$ cat config.mk
export PLATFORM = sky130hd
export DESIGN_NAME = xalu_mul
export DESIGN_NICKNAME = d
export VERILOG_FILES = /design/src/rtl/core/xalu_pkg.sv /design/src/rtl/core/xalu_mul.sv
export SDC_FILE = /design/constraint.sdc
export NUM_CORES = 2
export LEC_CHECK = 0
export BUFFER_PORTS_ARGS = -buffer_cell sky130_fd_sc_hd__buf_2
export CORE_ASPECT_RATIO = 1.2
export CORE_MARGIN = 1.5
export CORE_UTILIZATION = 51
export CTS_CLUSTER_DIAMETER = 200
export DETAILED_ROUTE_END_ITERATION = 8
export PLACE_DENSITY_LB_ADDON = 0.25
export SETUP_SLACK_MARGIN = 0.3
export SLEW_MARGIN = 20
export SYNTH_ARGS = -nofsm -noshare
export SYNTH_HDL_FRONTEND = slang
export SYNTH_SLANG_ARGS = --single-unit
$ cat constraint.sdc
create_clock -name clk_i -period 7.8 [get_ports clk_i]
set_clock_uncertainty 0.1 [all_clocks]
set_input_delay 0.39 -clock clk_i [delete_from_list [all_inputs] [get_ports clk_i]]
set_output_delay 0.39 -clock clk_i [all_outputs]
set_load 0.005 [all_outputs]
$ cat src/rtl/core/xalu_pkg.sv
// Shared types, command codes and width helpers for the x86 integer ALU subset.
package xalu_pkg;

  localparam logic [4:0] CMD_MOV    = 5'd0;
  localparam logic [4:0] CMD_MOVSX  = 5'd1;
  localparam logic [4:0] CMD_MOVZX  = 5'd2;
  localparam logic [4:0] CMD_MOVSXD = 5'd3;
  localparam logic [4:0] CMD_ADD    = 5'd4;
  localparam logic [4:0] CMD_INC    = 5'd5;
  localparam logic [4:0] CMD_SUB    = 5'd6;
  localparam logic [4:0] CMD_CMP    = 5'd7;
  localparam logic [4:0] CMD_IMUL   = 5'd8;
  localparam logic [4:0] CMD_AND    = 5'd9;
  localparam logic [4:0] CMD_OR     = 5'd10;
  localparam logic [4:0] CMD_XOR    = 5'd11;
  localparam logic [4:0] CMD_TEST   = 5'd12;
  localparam logic [4:0] CMD_SHL    = 5'd13;
  localparam logic [4:0] CMD_CDQE   = 5'd14;
  localparam logic [4:0] CMD_JMP    = 5'd15;
  localparam logic [4:0] CMD_JE     = 5'd16;
  localparam logic [4:0] CMD_JNE    = 5'd17;
  localparam logic [4:0] CMD_JBE    = 5'd18;
  localparam logic [4:0] CMD_JL     = 5'd19;
  localparam logic [4:0] CMD_JLE    = 5'd20;

  localparam logic [1:0] W_BYTE  = 2'd0;
  localparam logic [1:0] W_WORD  = 2'd1;
  localparam logic [1:0] W_DWORD = 2'd2;
  localparam logic [1:0] W_QWORD = 2'd3;

  // flag bit positions
  localparam int unsigned F_CF = 0;
  localparam int unsigned F_ZF = 1;
  localparam int unsigned F_SF = 2;
  localparam int unsigned F_OF = 3;

  typedef struct packed {
    logic [4:0]  cmd;
    logic [1:0]  op_width;
    logic        dest_is_register;
    logic [1:0]  src_width;
    logic [63:0] dest_value;
    logic [63:0] src_value;
  } in_item_t;

  typedef struct packed {
    logic [63:0] result;
    logic        write_back;
    logic        branch_taken;
    logic [3:0]  flags_out;
  } out_item_t;

  // execute stage output, held in the middle pipeline register
  typedef struct packed {
    logic [63:0] res;
    logic [63:0] dest;
    logic        wb;
    logic        is_mul;
    logic [1:0]  op_width;
    logic        dest_reg;
    logic [4:0]  cmd;
    logic        flags_we;
    logic [3:0]  flags_new;
  } exec_t;

  typedef struct packed {
    logic [63:0] ll;
    logic [31:0] lh;
    logic [31:0] hl;
  } mul_part_t;

  function automatic logic [63:0] width_mask(input logic [1:0] w);
    logic [63:0] m;
    case (w)
      W_BYTE:  m = 64'h0000_0000_0000_00FF;
      W_WORD:  m = 64'h0000_0000_0000_FFFF;
      W_DWORD: m = 64'h0000_0000_FFFF_FFFF;
      default: m = 64'hFFFF_FFFF_FFFF_FFFF;
    endcase
    return m;
  endfunction

  function automatic logic [63:0] sign_bit(input logic [1:0] w);
    logic [63:0] b;
    case (w)
      W_BYTE:  b = 64'h0000_0000_0000_0080;
      W_WORD:  b = 64'h0000_0000_0000_8000;
      W_DWORD: b = 64'h0000_0000_8000_0000;
      default: b = 64'h8000_0000_0000_0000;
    endcase
    return b;
  endfunction

  function automatic logic [63:0] sign_ext(input logic [63:0] v, input logic [1:0] w);
    logic [63:0] r;
    case (w)
      W_BYTE:  r = {{56{v[7]}}, v[7:0]};
      W_WORD:  r = {{48{v[15]}}, v[15:0]};
      W_DWORD: r = {{32{v[31]}}, v[31:0]};
      default: r = v;
    endcase
    return r;
  endfunction

  // write-back merge: dword to a register zero-extends, narrower keeps upper dest bits
  function automatic logic [63:0] merge(input logic [63:0] dest, input logic [63:0] val,
                                        input logic [1:0] w, input logic reg_dst);
    logic [63:0] m;
    logic [63:0] r;
    m = width_mask(w);
    if (w == W_QWORD) begin
      r = val;
    end else if (w == W_DWORD && reg_dst) begin
      r = val & m;
    end else begin
      r = (dest & ~m) | (val & m);
    end
    return r;
  endfunction

endpackage

$ cat src/rtl/core/xalu_mul.sv
// Registered 32x32 partial products for the low half of a 64x64 multiply.
module xalu_mul (
  input  logic                  clk_i,
  input  logic                  en_i,
  input  logic [63:0]           a_i,
  input  logic [63:0]           b_i,
  output xalu_pkg::mul_part_t   part_o
);

  xalu_pkg::mul_part_t part_d, part_q;

  always_comb begin
    part_d.ll = {32'd0, a_i[31:0]} * {32'd0, b_i[31:0]};
    // only the low 32 bits of the cross terms reach the low 64-bit product
    part_d.lh = a_i[31:0] * b_i[63:32];
    part_d.hl = a_i[63:32] * b_i[31:0];
  end

  always_ff @(posedge clk_i) begin
    if (en_i) begin
      part_q <= part_d;
    end
  end

  assign part_o = part_q;

endmodule

======== Word level (Yosys, flattened, before mapping) ========
Index checks and enable logic that the tools add are counted.
word-level totals
  register bits after elaboration ......... 128
  input bits .............................. 130
  output and inout bits ................... 128
operators by class
  multipliers ............................. 3
operators with widths
  kind                          number
  multiplier 32 x 32 -> 32 bit  2
  multiplier 32 x 32 -> 64 bit  1

======== Logic depth before layout (Yosys ltp) ========
  depth after elaboration ................. 1
  mapped depth ............................ 31

======== Worst setup path before layout ========
Ideal clock, no wire load.
  kind .................................... input to register
  start ................................... input b_i[8]
  end ..................................... register part_q, in the netlist part_o[127], data pin
  library setup time ...................... 0.262 ns
  data arrival time ....................... 7.512 ns
  required time ........................... 7.438 ns
  setup slack ............................. -0.074 ns
  cell stages on the path ................. 26
  buffers on the path ..................... 3
  cell sequence ........................... clkbuf_1 -> clkbuf_1 -> nand2_1 -> fa_1 -> fa_1 -> fa_1 -> fa_1 -> inv_1 -> fa_1 -> fa_1 -> fa_1 -> inv_1 -> fa_1 -> inv_1 -> ha_1 -> clkbuf_1 -> nor2b_1 -> a311o_1 -> a221oi_1 -> o211ai_1 -> a31oi_4 -> o2bb2ai_2 -> o41ai_4 -> o21ai_2 -> a221oi_2 -> xnor2_1
RTL lines
  item                    RTL line        source
  start: declaration      xalu_mul.sv:6   input logic [63:0] b_i,
  end signal: assignment  xalu_mul.sv:21  part_q <= part_d;
  end: declaration        xalu_mul.sv:10  xalu_pkg::mul_part_t part_d, part_q;

==> results.txt <==
Status -> completed
Worst-path clk slew -> 0.12 ns
WHS Path Cells -> 1
RSZ-0062 raised after global routing -> true
Crit path max-delay family -> adder cells
Max stage delay cell, worst path -> fa_2
Longest Clk Path Bufs -> 2
Synth Warn # -> 0
Max reg flops -> 128
Synth top area share -> 0.501
# hold bufs at CTS -> 0
Post-detailed-route DRC marker count -> 0
Slew Viols, Final -> 0
First-pass GRT wire length -> 301 mm
CP startpoint -> b_i[11]
Number of flops mapped to enable cells by yosys -> 128
Gate Count Post-Synth -> 7445
Dominant cell type by area after synthesis -> fa_1
Most used cell, CP -> fa_1
Nets -> 10200
Worst Max-Slew Pin Slew -> 0.820 ns
CTS root buf -> clkbuf_16
Sequential share of the synthesized area -> 0.0562
CP max FO -> 20
Post-DP HPWL -> 160 mm
Async set or reset register ratio after synthesis -> 0
Mean post-synth cell area -> 9.19 sq um
Initial antenna violation count -> 14
Core Util, Final -> 0.573
Top post-synthesis cells by area -> fa_1 (50%), inv_1 (9.9%), ha_1 (9.3%)
H-tree depth -> 4
Core area -> 134000 sq um
DIE WIDTH -> 337 microns
Number of vias per cell -> 5.17
Setup Crit Path Kind -> input pin to flip-flop
Slowest stage delay, CP -> 0.62 ns
Tmin final -> 7.60 ns
Post-synth top flop -> edfxtp_1
Layout area overhead -> 11.7%
Crit path depth -> 28
Synthesized area -> 68400 sq um
Post-layout instance area -> 76500 sq um
Final Setup Violations -> 0
Max-cap violations -> 0
Num CTS Buffers -> 17
CP Capture Type -> flip-flop
Drt first pass iters -> 6
Die Span Y -> 404 microns
DP Area -> 74700 sq um
Cell variety after synth -> 66
Total track usage -> 0.287
Startpoint types -> input pin
Initial DRC Count -> 2583
End point of the critical path -> part_o[124]
Hold Violations, Final -> 0
Sink Count -> 128
Vias in the first global route -> 55900
Vias -> 49900
FP Rows -> 147
Initial core utilization -> 0.513
GR Overflow Total -> 0
Die ar. -> 136000 sq um
Finished Layout Cells -> 9640
Port bufs -> 257
Post-synthesis net count -> 9796
Relative max-transition margin -> 0.453
Period utilization -> 0.974
Final ANT Viol Nets -> 0
Drt total wl -> 184 mm
Gpl congestion -> 0.897
Worst Path Arrival -> 7.82 ns
CTS tree -> yes
Layout cell share with drive strength beyond 1 -> 0.122
Placed Cells -> 9565
Buffer and inverter count on the worst path -> 7
Largest net degree at the start of global routing -> 58
Routed wire length per instance -> 19.1 microns
I/O pins -> 258
Hold slack -> 0.107 ns
Hold Crit Class -> input pin to flip-flop
Yosys reg bits -> 128
Fmax -> 0.132 GHz
Worst Path Required -> 8.02 ns
[placed cells by master (no fill, tap or decap), types with 7 or more instances in the layout]
cell and n:
edfxtp_1 128, nand2b_1 13, and2_1 960, xnor2_1 173, buf_2 216, ha_4 9, and3_1 12, nand3_1 22
buf_6 39, nor2_1 46, fa_1 1685, a21oi_2 13, clkbuf_16 18, a21oi_1 92, nand2_1 1156, nor2b_1 14
xor2_1 52, o211ai_1 7, inv_1 1798, diode_2 10, and2_4 19, buf_4 494, ha_1 499, nor3_1 13
o21bai_1 16, o21ai_0 41, buf_12 41, inv_2 8, nand4_1 11, fa_2 27, a211oi_1 9, a21o_1 62
o21a_1 19
[worst min-delay path by stage]
stage / to / startpoint / slack [ns]
after floorplan: part_o[0] / en_i / 0.40
after CTS: part_o[110] / en_i / 0.07
after global routing: part_o[110] / en_i / 0.10
after global placement: part_o[55] / part_o[55] / 0.68
after detailed placement: part_o[66] / part_o[66] / 0.68
final: part_o[110] / en_i / 0.11
[timing repair]
| action | in CTS | in global routing |
|---|---|---|
| cloned | 2 | 1 |
| buffers inserted | 20 | 10 |
| gates resized for setup | 118 | 96 |
| pin swaps | 54 | 75 |
| endpoints found under the setup margin | 18 | 24 |
[synthesized netlist by cell type (all sizes together) (3+ instances only)]
| cell type | number |
|---|---|
| a2111oi | 4 |
| xnor2 | 177 |
| or3 | 4 |
| and2 | 979 |
| inv | 1806 |
| a21boi | 5 |
| and3 | 13 |
| o21ai | 48 |
| o41ai | 6 |
| a211oi | 11 |
| a31oi | 8 |
| nand3 | 23 |
| fa | 1712 |
| xor2 | 52 |
| o2111ai | 3 |
| ha | 509 |
| a21oi | 108 |
| nor2b | 14 |
| a221oi | 4 |
| nand4 | 11 |
| o21a | 19 |
| nor2 | 47 |
| edfxtp | 128 |
| nand2b | 13 |
| a21o | 62 |
| o21bai | 16 |
| nand2 | 1158 |
| o31ai | 4 |
| a211o | 4 |
| a31o | 4 |
| o211ai | 7 |
| nor3 | 16 |
| clkbuf | 436 |
[layout make-up]
cell class,count,area (sq um)
clock buffers,17,425
clock inverters,15,189
flip-flops and latches,128,3840
repair buffers,801,6250
well taps,1788,2240
multi-input cells,5075,56700
fillers,11900,57100
diodes,10,25.0
inverters,1806,6780
[metrics by stage]
step / setup slack, ns / TNS, ns
global route: 0.0247 / 0
CTS: 0.219 / 0
floorplan: 0.263 / 0
global placement: -0.642 / -11.57
finish: 0.203 / 0
detailed placement: -0.678 / -12.66
[routing by layer]
layer	up-vias	wire length [microns]	track usage
li1	22100	-	-
met5	-	75	0
met1	26000	71900	0.356
met4	12	8440	0.122
met2	1356	94400	0.501
met3	364	9130	0.0380
[cells by family (layout without fill, tap and decap cells)]
group	Yosys count	count (layout)	synth area share
other	0	10	0
AO/OA/AOI/OAI	337	337	0.0332
AND/OR/NAND/NOR	2286	2286	0.164
flip-flops	128	128	0.0562
adder cells (fa/ha/maj)	2221	2221	0.594
buffers and inverters	2242	2639	0.123
XOR/XNOR	229	229	0.0293
multiplexers	2	2	0.000293
Power is left out: the tool's default activity adds up to more than one toggle a clock period on the data nets, which glitch-free logic cannot reach.
